==> src/rtl/core/bsoc_pkg.sv <==
// Shared types, widths, OCV curve and a helper function for the SOC estimator.
`timescale 1ns / 1ps

package bsoc_pkg;

    // Number of stack units that the build considers (1 keeps only the top unit).
    localparam int UNIT_COUNT   = 2;
    localparam int TABLE_POINTS = 13;

    localparam int MV_W   = 13;
    localparam int PM_W   = 10;
    localparam int SEG_W  = $clog2(TABLE_POINTS - 1);
    localparam int SUM_W  = 16;
    localparam int NUM_W  = 19;
    localparam int SCL_W  = MV_W + 4;
    localparam int SOC_W  = 26;
    localparam int MAG_W  = 50;
    localparam int MULB_W = 14;
    localparam int PROD_W = MAG_W + MULB_W;

    localparam int DIVIDEND_W = 48;
    localparam int DIVISOR_W  = 20;
    localparam int QUOT_W     = 27;
    localparam int CNT_W      = $clog2(QUOT_W + 1);

    localparam int CFG_IDX_W  = 1;
    localparam int CFG_DATA_W = 32;

    localparam logic [CFG_IDX_W-1:0] CFG_CAPACITY  = 1'b0;
    localparam logic [CFG_IDX_W-1:0] CFG_THRESHOLD = 1'b1;

    localparam logic [1:0] UNITS_NONE = 2'd0;
    localparam logic [1:0] UNITS_PAIR = 2'd2;

    localparam logic [SOC_W-1:0]  SOC_FULL   = 26'd65536000;
    localparam logic [MULB_W-1:0] COULOMB_K  = 14'd10000;
    localparam logic signed [32:0] STEP_POS  = 33'sd131072;
    localparam logic signed [32:0] STEP_NEG  = -33'sd131072;
    localparam logic [19:0] CAP_RESET        = 20'd25000;
    localparam logic [31:0] THR_RESET        = 32'd600000;

    localparam logic [MV_W-1:0] OCV_MV [TABLE_POINTS] = '{
        13'd2500, 13'd3080, 13'd3320, 13'd3450, 13'd3530, 13'd3590, 13'd3640,
        13'd3710, 13'd3790, 13'd3880, 13'd3990, 13'd4100, 13'd4200
    };

    localparam logic [PM_W-1:0] OCV_PM [TABLE_POINTS] = '{
        10'd0, 10'd50, 10'd100, 10'd200, 10'd300, 10'd400, 10'd500,
        10'd600, 10'd700, 10'd800, 10'd900, 10'd950, 10'd1000
    };

    typedef enum logic [2:0] {
        ST_IDLE,
        ST_PREP,
        ST_SEARCH,
        ST_OPER,
        ST_MUL,
        ST_START,
        ST_WAIT,
        ST_DONE
    } state_t;

    typedef struct packed {
        logic below;
        logic above;
        logic [SEG_W-1:0] seg;
    } ocv_seg_t;

    typedef struct packed {
        logic done;
        logic sat;
    } div_status_t;

    // Table voltage scaled by the denominator 8*n (n = 1 or 2 units).
    function automatic logic [SCL_W-1:0] ocv_scale(input logic [MV_W-1:0] mv,
                                                   input logic two);
        ocv_scale = two ? {mv, 4'b0000} : {1'b0, mv, 3'b000};
    endfunction

endpackage

==> src/rtl/core/battery_soc_coulomb_ocv_estimator.sv <==
// Top level of the battery SOC estimator: coulomb counting with OCV re-anchoring.
`timescale 1ns / 1ps

// Channel   Signals                                          Direction
// --------  -----------------------------------------------  -----------------
// in        in_valid/in_ready, charge_*, *_stack_sum,         update word in
//           *_present, rest_time_ms
// out       out_valid/out_ready, soc_level, from_ocv          result word out
// cfg       cfg_valid/cfg_ready, cfg_index, cfg_data          register write
//
// The time from one accepted update word to the next is set by the 27 single-bit
// steps of the shared divider. It is shorter when the divider flags an oversized
// quotient, and shorter still when no division is needed (a table lookup with no
// unit or a voltage at or past a curve end, or a charge step at or past the clamp).
// Reset (rst_n, asynchronous, active low) clears the seed flag, the SOC, the
// stored charge and the two configuration registers to their defaults.
// A finished word waits in the output register, and a new update word is
// taken while it waits; the sequencer only stalls when a second result is due.

module battery_soc_coulomb_ocv_estimator (
    input  logic                           clk,
    input  logic                           rst_n,

    input  logic                           in_valid,
    output logic                           in_ready,
    input  logic signed [31:0]             charge_whole,
    input  logic [31:0]                    charge_fraction,
    input  logic [14:0]                    top_stack_sum,
    input  logic [14:0]                    bottom_stack_sum,
    input  logic                           top_present,
    input  logic                           bottom_present,
    input  logic [31:0]                    rest_time_ms,

    output logic                           out_valid,
    input  logic                           out_ready,
    output logic [9:0]                     soc_level,
    output logic                           from_ocv,

    input  logic                           cfg_valid,
    output logic                           cfg_ready,
    input  logic [bsoc_pkg::CFG_IDX_W-1:0]  cfg_index,
    input  logic [bsoc_pkg::CFG_DATA_W-1:0] cfg_data
);
    import bsoc_pkg::*;

    // Sequencer.
    state_t state_reg;
    state_t state_next;
    logic   div_start;
    logic   out_load;
    logic   slot_free;
    logic   skip_div;

    // Configuration registers.
    logic [19:0] cap_reg;
    logic [31:0] thr_reg;
    logic [19:0] cap_eff;

    // Block state.
    logic             seeded_reg;
    logic [SOC_W-1:0] soc_reg;
    logic [63:0]      prev_reg;

    // Captured update word.
    logic [31:0]      cw_reg;
    logic [31:0]      cf_reg;
    logic [SUM_W-1:0] stack_sum_reg;
    logic [1:0]       unit_cnt_reg;
    logic             rest_hit_reg;
    logic [SUM_W-1:0] stack_sum_in;
    logic [1:0]       unit_cnt_in;
    logic             bottom_used;

    // Working registers.
    logic               ocv_mode_reg;
    logic signed [32:0] d_reg;
    logic [64:0]        diff_reg;
    logic [64:0]        diff_neg;
    logic [NUM_W-1:0]   num_reg;
    logic               big_pos_reg;
    logic               big_neg_reg;
    logic               neg_reg;
    logic [MAG_W-1:0]   mag_reg;
    logic               below_reg;
    logic               above_reg;
    logic [SEG_W-1:0]   seg_reg;
    logic [MAG_W-1:0]   mul_a_reg;
    logic [MULB_W-1:0]  mul_b_reg;
    logic [PROD_W-1:0]  prod;
    logic [DIVIDEND_W-1:0] dividend_reg;
    logic [DIVISOR_W-1:0]  divisor_reg;

    // Output register.
    logic       out_valid_reg;
    logic [9:0] soc_level_reg;
    logic       from_ocv_reg;

    // Segment lookup and operand selection.
    ocv_seg_t           seg_found;
    logic               big_pos;
    logic               big_neg;
    logic               two;
    logic [SEG_W-1:0]   seg_hi;
    logic [SCL_W-1:0]   lo_scaled;
    logic [MV_W-1:0]    width_mv;
    logic [NUM_W-1:0]   offset;
    logic [PM_W-1:0]    span;

    // Divider.
    logic [QUOT_W-1:0]  quotient;
    div_status_t        div_stat;

    // Result.
    logic [PM_W-1:0]    pm_ocv;
    logic [QUOT_W:0]    ch;
    logic signed [28:0] soc_sum;
    logic [SOC_W-1:0]   soc_count;
    logic [SOC_W-1:0]   soc_new;

    // ---------------------------------------------------------------------
    // Configuration port: always ready, a write takes effect in the next cycle.
    // ---------------------------------------------------------------------
    assign cfg_ready = 1'b1;

    always_ff @(posedge clk or negedge rst_n)
    begin
        if (!rst_n)
        begin
            cap_reg <= CAP_RESET;
            thr_reg <= THR_RESET;
        end
        else if (cfg_valid && cfg_ready)
        begin
            unique case (cfg_index)
                CFG_CAPACITY:  cap_reg <= cfg_data[19:0];
                CFG_THRESHOLD: thr_reg <= cfg_data;
                default:       cap_reg <= cap_reg;
            endcase
        end
    end

    // A capacity of zero is handled as one mAh.
    assign cap_eff = (cap_reg == '0) ? 20'd1 : cap_reg;

    // ---------------------------------------------------------------------
    // Input capture: the mean voltage is kept as the exact fraction 5*S/(8*n),
    // so only the stack sum S and the unit count n are stored.
    // ---------------------------------------------------------------------
    assign bottom_used  = (UNIT_COUNT > 1) && bottom_present;
    assign stack_sum_in = (top_present ? SUM_W'(top_stack_sum) : '0) +
                          (bottom_used ? SUM_W'(bottom_stack_sum) : '0);
    assign unit_cnt_in  = {1'b0, top_present} + {1'b0, bottom_used};

    // ---------------------------------------------------------------------
    // Sequencer.
    // ---------------------------------------------------------------------
    assign big_pos   = (d_reg >= STEP_POS);
    assign big_neg   = (d_reg <= STEP_NEG);
    assign skip_div  = ocv_mode_reg ? (seg_found.below || seg_found.above)
                                    : (big_pos || big_neg);
    assign slot_free = !out_valid_reg || out_ready;

    always_ff @(posedge clk or negedge rst_n)
    begin
        if (!rst_n)
        begin
            state_reg <= ST_IDLE;
        end
        else
        begin
            state_reg <= state_next;
        end
    end

    always_comb
    begin
        state_next = state_reg;
        unique case (state_reg)
            ST_IDLE:   if (in_valid) state_next = ST_PREP;
            ST_PREP:   state_next = ST_SEARCH;
            ST_SEARCH: state_next = skip_div ? ST_DONE : ST_OPER;
            ST_OPER:   state_next = ST_MUL;
            ST_MUL:    state_next = ST_START;
            ST_START:  state_next = ST_WAIT;
            ST_WAIT:   if (div_stat.done) state_next = ST_DONE;
            ST_DONE:   if (slot_free) state_next = ST_IDLE;
            default:   state_next = ST_IDLE;
        endcase
    end

    always_comb
    begin
        in_ready  = 1'b0;
        div_start = 1'b0;
        out_load  = 1'b0;
        unique case (state_reg)
            ST_IDLE:  in_ready  = 1'b1;
            ST_START: div_start = 1'b1;
            ST_DONE:  out_load  = slot_free;
            default:  in_ready  = 1'b0;
        endcase
    end

    // ---------------------------------------------------------------------
    // OCV segment search and operand preparation. The charge step divides
    // (|dq| * 10000) >> 16 by the capacity, which equals dividing by
    // capacity << 16; interpolation divides offset * span by segment width.
    // ---------------------------------------------------------------------
    bsoc_ocv_search u_search (
        .num      (num_reg),
        .unit_cnt (unit_cnt_reg),
        .result   (seg_found)
    );

    assign diff_neg  = 65'd0 - diff_reg;
    assign two       = (unit_cnt_reg == UNITS_PAIR);
    assign seg_hi    = seg_reg + 1'b1;
    assign lo_scaled = ocv_scale(OCV_MV[seg_reg], two);
    assign width_mv  = OCV_MV[seg_hi] - OCV_MV[seg_reg];
    assign offset    = num_reg - {2'b00, lo_scaled};
    assign span      = OCV_PM[seg_hi] - OCV_PM[seg_reg];
    assign prod      = mul_a_reg * mul_b_reg;

    always_ff @(posedge clk)
    begin
        if (in_valid && in_ready)
        begin
            cw_reg        <= charge_whole;
            cf_reg        <= charge_fraction;
            stack_sum_reg <= stack_sum_in;
            unit_cnt_reg  <= unit_cnt_in;
            rest_hit_reg  <= (rest_time_ms >= thr_reg);
        end
        if (state_reg == ST_PREP)
        begin
            ocv_mode_reg <= !seeded_reg || rest_hit_reg;
            d_reg        <= $signed({cw_reg[31], cw_reg}) -
                            $signed({prev_reg[63], prev_reg[63:32]});
            diff_reg     <= {cw_reg[31], cw_reg, cf_reg} - {prev_reg[63], prev_reg};
            num_reg      <= NUM_W'({stack_sum_reg, 2'b00}) + NUM_W'(stack_sum_reg);
        end
        if (state_reg == ST_SEARCH)
        begin
            big_pos_reg <= big_pos;
            big_neg_reg <= big_neg;
            neg_reg     <= diff_reg[64];
            mag_reg     <= diff_reg[64] ? diff_neg[MAG_W-1:0] : diff_reg[MAG_W-1:0];
            below_reg   <= seg_found.below;
            above_reg   <= seg_found.above;
            seg_reg     <= seg_found.seg;
        end
        if (state_reg == ST_OPER)
        begin
            if (ocv_mode_reg)
            begin
                mul_a_reg   <= MAG_W'(offset);
                mul_b_reg   <= MULB_W'(span);
                divisor_reg <= DIVISOR_W'(ocv_scale(width_mv, two));
            end
            else
            begin
                mul_a_reg   <= mag_reg;
                mul_b_reg   <= COULOMB_K;
                divisor_reg <= cap_eff;
            end
        end
        if (state_reg == ST_MUL)
        begin
            dividend_reg <= ocv_mode_reg ? prod[DIVIDEND_W-1:0]
                                         : prod[PROD_W-1:PROD_W-DIVIDEND_W];
        end
    end

    bsoc_divider u_div (
        .clk      (clk),
        .rst_n    (rst_n),
        .start    (div_start),
        .dividend (dividend_reg),
        .divisor  (divisor_reg),
        .quotient (quotient),
        .status   (div_stat)
    );

    // ---------------------------------------------------------------------
    // Result: the table value replaces the counted SOC whenever this update
    // seeds or re-anchors; otherwise the charge step is added or subtracted and clamped.
    // ---------------------------------------------------------------------
    always_comb
    begin
        priority if (below_reg)
        begin
            pm_ocv = OCV_PM[0];
        end
        else if (above_reg)
        begin
            pm_ocv = OCV_PM[TABLE_POINTS-1];
        end
        else
        begin
            pm_ocv = OCV_PM[seg_reg] + PM_W'(quotient[6:0]);
        end
    end

    // An overflowing quotient stands in as 2^27, far past the clamp either way.
    assign ch      = div_stat.sat ? {1'b1, {QUOT_W{1'b0}}} : {1'b0, quotient};
    assign soc_sum = neg_reg ? ($signed({3'b000, soc_reg}) - $signed({1'b0, ch}))
                             : ($signed({3'b000, soc_reg}) + $signed({1'b0, ch}));

    always_comb
    begin
        priority if (big_pos_reg)
        begin
            soc_count = SOC_FULL;
        end
        else if (big_neg_reg)
        begin
            soc_count = '0;
        end
        else if (soc_sum < 0)
        begin
            soc_count = '0;
        end
        else if (soc_sum > $signed({3'b000, SOC_FULL}))
        begin
            soc_count = SOC_FULL;
        end
        else
        begin
            soc_count = soc_sum[SOC_W-1:0];
        end
    end

    assign soc_new = ocv_mode_reg ? {pm_ocv, 16'h0000} : soc_count;

    always_ff @(posedge clk or negedge rst_n)
    begin
        if (!rst_n)
        begin
            seeded_reg <= 1'b0;
            soc_reg    <= '0;
            prev_reg   <= '0;
        end
        else if (out_load)
        begin
            seeded_reg <= 1'b1;
            soc_reg    <= soc_new;
            prev_reg   <= {cw_reg, cf_reg};
        end
    end

    // ---------------------------------------------------------------------
    // Output register.
    // ---------------------------------------------------------------------
    always_ff @(posedge clk or negedge rst_n)
    begin
        if (!rst_n)
        begin
            out_valid_reg <= 1'b0;
        end
        else if (out_load)
        begin
            out_valid_reg <= 1'b1;
        end
        else if (out_ready)
        begin
            out_valid_reg <= 1'b0;
        end
    end

    always_ff @(posedge clk)
    begin
        if (out_load)
        begin
            soc_level_reg <= soc_new[SOC_W-1:16];
            from_ocv_reg  <= ocv_mode_reg;
        end
    end

    assign out_valid = out_valid_reg;
    assign soc_level = soc_level_reg;
    assign from_ocv  = from_ocv_reg;

    a_soc_range: assert property (@(posedge clk) disable iff (!rst_n)
        out_valid |-> (soc_level <= 10'd1000))
        else $error("SOC word above full scale");

    a_div_done_wait: assert property (@(posedge clk) disable iff (!rst_n)
        div_stat.done |-> (state_reg == ST_WAIT))
        else $error("divider finished outside the wait state");

    a_first_seed: assert property (@(posedge clk) disable iff (!rst_n)
        (state_reg == ST_DONE && !seeded_reg) |-> ocv_mode_reg)
        else $error("first update not seeded from the OCV table");

    a_busy_after_accept: assert property (@(posedge clk) disable iff (!rst_n)
        (in_valid && in_ready) |=> !in_ready)
        else $error("input taken while an update is in progress");

endmodule

==> src/rtl/core/bsoc_ocv_search.sv <==
// Segment search of the OCV curve for a mean voltage given as 5*S over 8*n.
`timescale 1ns / 1ps

module bsoc_ocv_search (
    input  logic [bsoc_pkg::NUM_W-1:0] num,
    input  logic [1:0]                 unit_cnt,
    output bsoc_pkg::ocv_seg_t         result
);
    import bsoc_pkg::*;

    logic two;
    logic none;

    assign two  = (unit_cnt == UNITS_PAIR);
    assign none = (unit_cnt == UNITS_NONE);

    // The curve is monotonic, so the last breakpoint below the voltage picks the segment.
    always_comb
    begin
        result.below = none ||
            (num <= {2'b00, ocv_scale(OCV_MV[0], two)});
        result.above = !result.below &&
            (num >= {2'b00, ocv_scale(OCV_MV[TABLE_POINTS-1], two)});
        result.seg = '0;
        for (int k = 1; k < TABLE_POINTS - 1; k++)
        begin
            if (num > {2'b00, ocv_scale(OCV_MV[k], two)})
            begin
                result.seg = SEG_W'(k);
            end
        end
    end

endmodule

==> src/rtl/core/bsoc_divider.sv <==
// Shared restoring divider with a quotient overflow check, one bit per cycle.
`timescale 1ns / 1ps

module bsoc_divider (
    input  logic                           clk,
    input  logic                           rst_n,
    input  logic                           start,
    input  logic [bsoc_pkg::DIVIDEND_W-1:0] dividend,
    input  logic [bsoc_pkg::DIVISOR_W-1:0]  divisor,
    output logic [bsoc_pkg::QUOT_W-1:0]     quotient,
    output bsoc_pkg::div_status_t           status
);
    import bsoc_pkg::*;

    logic                  busy_reg;
    logic                  done_reg;
    logic                  sat_reg;
    logic [CNT_W-1:0]      cnt_reg;
    logic [DIVISOR_W-1:0]  rem_reg;
    logic [DIVISOR_W-1:0]  rem_next;
    logic [QUOT_W-1:0]     work_reg;
    logic [QUOT_W-1:0]     work_next;
    logic [DIVISOR_W-1:0]  dvs_reg;
    logic [DIVISOR_W:0]    head;
    logic                  over;
    logic [DIVISOR_W+1:0]  trial;
    logic                  ge;

    // Quotient would not fit in QUOT_W bits when the top part already reaches the divisor.
    assign head = dividend[DIVIDEND_W-1:QUOT_W];
    assign over = (head >= {1'b0, divisor});

    assign trial = {1'b0, rem_reg, work_reg[QUOT_W-1]} - {2'b00, dvs_reg};
    assign ge    = !trial[DIVISOR_W+1];

    always_comb
    begin
        rem_next  = ge ? trial[DIVISOR_W-1:0] : {rem_reg[DIVISOR_W-2:0], work_reg[QUOT_W-1]};
        work_next = {work_reg[QUOT_W-2:0], ge};
    end

    always_ff @(posedge clk or negedge rst_n)
    begin
        if (!rst_n)
        begin
            busy_reg <= 1'b0;
            done_reg <= 1'b0;
            sat_reg  <= 1'b0;
            cnt_reg  <= '0;
        end
        else if (start)
        begin
            busy_reg <= !over;
            done_reg <= over;
            sat_reg  <= over;
            cnt_reg  <= CNT_W'(QUOT_W);
        end
        else if (busy_reg)
        begin
            cnt_reg <= cnt_reg - 1'b1;
            if (cnt_reg == CNT_W'(1))
            begin
                busy_reg <= 1'b0;
                done_reg <= 1'b1;
            end
        end
        else
        begin
            done_reg <= 1'b0;
        end
    end

    always_ff @(posedge clk)
    begin
        if (start)
        begin
            rem_reg  <= head[DIVISOR_W-1:0];
            work_reg <= dividend[QUOT_W-1:0];
            dvs_reg  <= divisor;
        end
        else if (busy_reg)
        begin
            rem_reg  <= rem_next;
            work_reg <= work_next;
        end
    end

    assign quotient    = work_reg;
    assign status.done = done_reg;
    assign status.sat  = sat_reg;

    a_start_idle: assert property (@(posedge clk) disable iff (!rst_n)
        start |-> !busy_reg)
        else $error("divider started while busy");

    a_rem_below: assert property (@(posedge clk) disable iff (!rst_n)
        busy_reg |-> (rem_reg < dvs_reg))
        else $error("partial remainder not below divisor");

    a_last_step: assert property (@(posedge clk) disable iff (!rst_n)
        (busy_reg && cnt_reg == CNT_W'(1)) |=> (status.done && !busy_reg))
        else $error("divider did not finish after last step");

endmodule

==> config.mk <==
export PLATFORM = sky130hd
export DESIGN_NAME = battery_soc_coulomb_ocv_estimator
export DESIGN_NICKNAME = d
export VERILOG_FILES = /design/src/rtl/core/bsoc_pkg.sv /design/src/rtl/core/battery_soc_coulomb_ocv_estimator.sv /design/src/rtl/core/bsoc_ocv_search.sv /design/src/rtl/core/bsoc_divider.sv
export SDC_FILE = /design/constraint.sdc
export NUM_CORES = 2
export LEC_CHECK = 0
export ABC_AREA = 1
export CORE_MARGIN = 5
export CORE_UTILIZATION = 40
export DETAILED_ROUTE_END_ITERATION = 16
export DONT_BUFFER_PORTS = 1
export GPL_ROUTABILITY_DRIVEN = 1
export PLACE_DENSITY = 0.64
export SKIP_CTS_REPAIR_TIMING = 1
export SLEW_MARGIN = 20
export SYNTH_ARGS = -nofsm -noshare
export SYNTH_HDL_FRONTEND = slang
export SYNTH_SLANG_ARGS = --single-unit
==> constraint.sdc <==
create_clock -name clk -period 9.7 [get_ports clk]
set_input_delay 1.94 -clock clk [delete_from_list [all_inputs] [get_ports clk]]
set_output_delay 1.94 -clock clk [all_outputs]
set_load 0.1 [all_outputs]
==> metrics.md <==
| Metric | Value |
|---|---|
| Final core occ | 43.33% |
| Starting Density | 40.22% |
| CTS H-Tree Depth | 3 |
| Placed cell count | 8519 |
| Crit. End Element | flop |
| Hold slack final | 0.4549 ns |
| Routed WL per cell | 17.80 um |
| Clk sink count | 607 |
| EDFF count, synth | 452 |
| Layout cell share with drive strength beyond 1 | 3.629% |
| Global route overflow | 0 |
| Worst EP required | 10.09 ns |
| Drt pass-1 iters | 6 |
| I/O Pins | 180 |
| Residual DRC | 0 |
| Die Y-Extent | 384.3 um |
| CTS Root Buffer Type | clkbuf_16 |
| Crit path launch type | flop |
| Setup repair after global routing missed its margin | no |
| Commonest non-fill, non-tap cell in the layout | nand2_1 |
| Syn Nets | 7895 |
| Total negative setup slack | 0 ns |
| Min-Delay Path Class | flop to flop |
| Fmax | 133.1 MHz |
| Core box area | 139400 sq um |
| Max-slew headroom | 24.77% |
| Syn Inst Count | 6814 |
| Largest net degree at the start of global routing | 156 |
| Cts bufs inserted | 73 |
| Final setup viols | 0 |
| Yosys warnings | 0 |
| Clock slew at reported path FFs | 0.06 ns |
| Initial antenna violation count | 3 |
| Antenna Cells | 0 |
| Register area share after synthesis | 31.17% |
| Via count | 43.94k |
| Critical-path maximum fanout | 29 |
| Max FFs per register | 64 |
| First-pass GRT wire length | 243.6 mm |
| Actual slew at the worst max-slew pin | 1.117 ns |
| Commonest non-fill, non-tap cells in the layout | nand2_1 (1609), inv_1 (1382), ha_1 (474) |
| P&R area growth vs syn | 7.747% |
| Fill count | 13.69k |
| Vias in the first global route | 44.41k |
| Die Footprint | 147700 sq um |
| Iteration-0 DRC Markers | 2933 |
| Distinct cell type count after synthesis | 65 |
| Post-synthesis register bit count | 607 |
| Endpoints failing hold | 0 |
| Final Max Slew Viols | 0 |
| Row count | 137 |
| Minimum clock period | 7.510 ns |
| Skew-Pair Late Insertion Delay | 0.69 ns |
| Multi-input gate area | 32620 sq um |
| Status | finished clean |
| Post-synth ARST share | 25.54% |
| Vias/cell | 5.077 |
| FF/Latch Area | 17470 sq um |
| Cell Area, Synth | 56040 sq um |
| CTS max path bufs | 3 |
| Total track usage | 20.81% |
| Final std cells w/o fill | 8654 |
| Max-cap violations | 0 |
| Gp weighted congestion | 0.9403 |
| Drt total wl | 154.1 mm |
| CTS tree | yes |
| Syn Area/Cell | 8.225 sq um |
| DP HPWL | 125.1 mm |
| Ys flop type | edfxtp_1 |
| PortBufs | 0 |
| Die width | 384.3 um |
| Tcrit/Tclk final | 77.43% |
| Final #Nets | 7800 |
| Critical path class | flop to flop |
| Clock skew | 0.02938 ns |
| Critical Path AT | 7.90 ns |
| DRT antenna net count | 0 |
## Yosys cell counts (20+ instances only)
cell type     n  area [sq um]
xor2_1      164          1436
fa_1        441          8828
o221ai_1     22         192.7
or2_2        26         162.7
o31ai_1      24         180.2
clkbuf_1    180         675.7
nor2_1      425          1595
nand4_1      63         394.1
xnor2_1      87         762.0
o21ai_1      21         105.1
o21ai_0     410          2052
nand3_1     158         790.8
nor4_1       40         250.2
ha_1        474          5931
edfxtp_1    452         13570
inv_1      1384          5195
nand2_1    1611          6047
nor3_1       57         285.3
o211ai_1     20         150.1
a21oi_1     342          1712
a21o_1       27         202.7
dfrtp_1     141          3528
a31oi_1      59         369.1
## critical path, cell delays in order, from the launching register on
cell and delay, ns:
edfxtp_1 0.86, buf_4 0.51, nand2_1 0.15, fa_1 0.51, inv_1 0.05, fa_1 0.50, inv_1 0.05, fa_1 0.47
inv_1 0.05, fa_1 0.52, fa_1 0.53, ha_1 0.31, ha_1 0.38, nand2_1 0.20, nor2_1 0.07, nor2_1 0.15
nand2_1 0.19, a21oi_1 0.28, inv_1 0.07, a21oi_1 0.31, o21ai_0 0.28, a21oi_1 0.23, xor2_1 0.39, o21ai_0 0.13
## path summary, 6_finish.rpt
kind / depth (start not counted) / from / to / slack, ns
worst max-delay path: 23 / mul_b_reg[5] / dividend_reg[40] / 2.19
worst min-delay path: 0 / divisor_reg[17] / u_div.dvs_reg[17] / 0.45
worst max register to register: 23 / mul_b_reg[5] / dividend_reg[40] / 2.19
worst min register to register: 0 / divisor_reg[17] / u_div.dvs_reg[17] / 0.45
max in group asynchronous: 0 / rst_n / thr_reg[6] / 8.43
min in group asynchronous: 0 / rst_n / prev_reg[63] / 0.97
## per-layer routing
| layer | wire length (um) | global-route usage (%) | up-vias |
|---|---|---|---|
| met3 | 8343 | 3.188 | 261 |
| li1 | - | - | 21440 |
| met4 | 5175 | 7.101 | 4 |
| met2 | 74570 | 35.62 | 1185 |
| met1 | 65950 | 26.96 | 21060 |
| met5 | 29 | 0 | - |
## layout make-up
cell class	instances	share of cell area [%]
clock buffer	88	3.228
sequential	607	28.93
tap	1876	3.887
multi-input combinational	4613	54.01
inverter	1389	8.634
clock inverter	46	0.8060
timing repair buffer	35	0.5014
## through the flow
step	setup WS, ns	instance area (sq um)
3_3_place_gp	2.315	57920
5_1_grt	1.809	60390
6_report	2.190	60390
3_5_place_dp	2.252	57920
2_1_floorplan	2.683	56050
4_1_cts	2.274	60360
## logic make-up (layout without fill, tap and decap cells)
family,count (synthesis),count (layout),synth area share (%)
and+or+nand+nor,2431,2431,17.66
xor gates and xnor gates,251,251,3.923
muxes,1,1,0.01786
DFF,607,607,31.17
other,1,1,0.006691
buffers and inverters,1594,1558,10.75
adders and majority gates,915,915,26.34
AOI/OAI and AO/OA,1014,1014,10.13
Power is not shown: default switching activity piles up to over one toggle a cycle in this logic, so the estimate is an artifact.
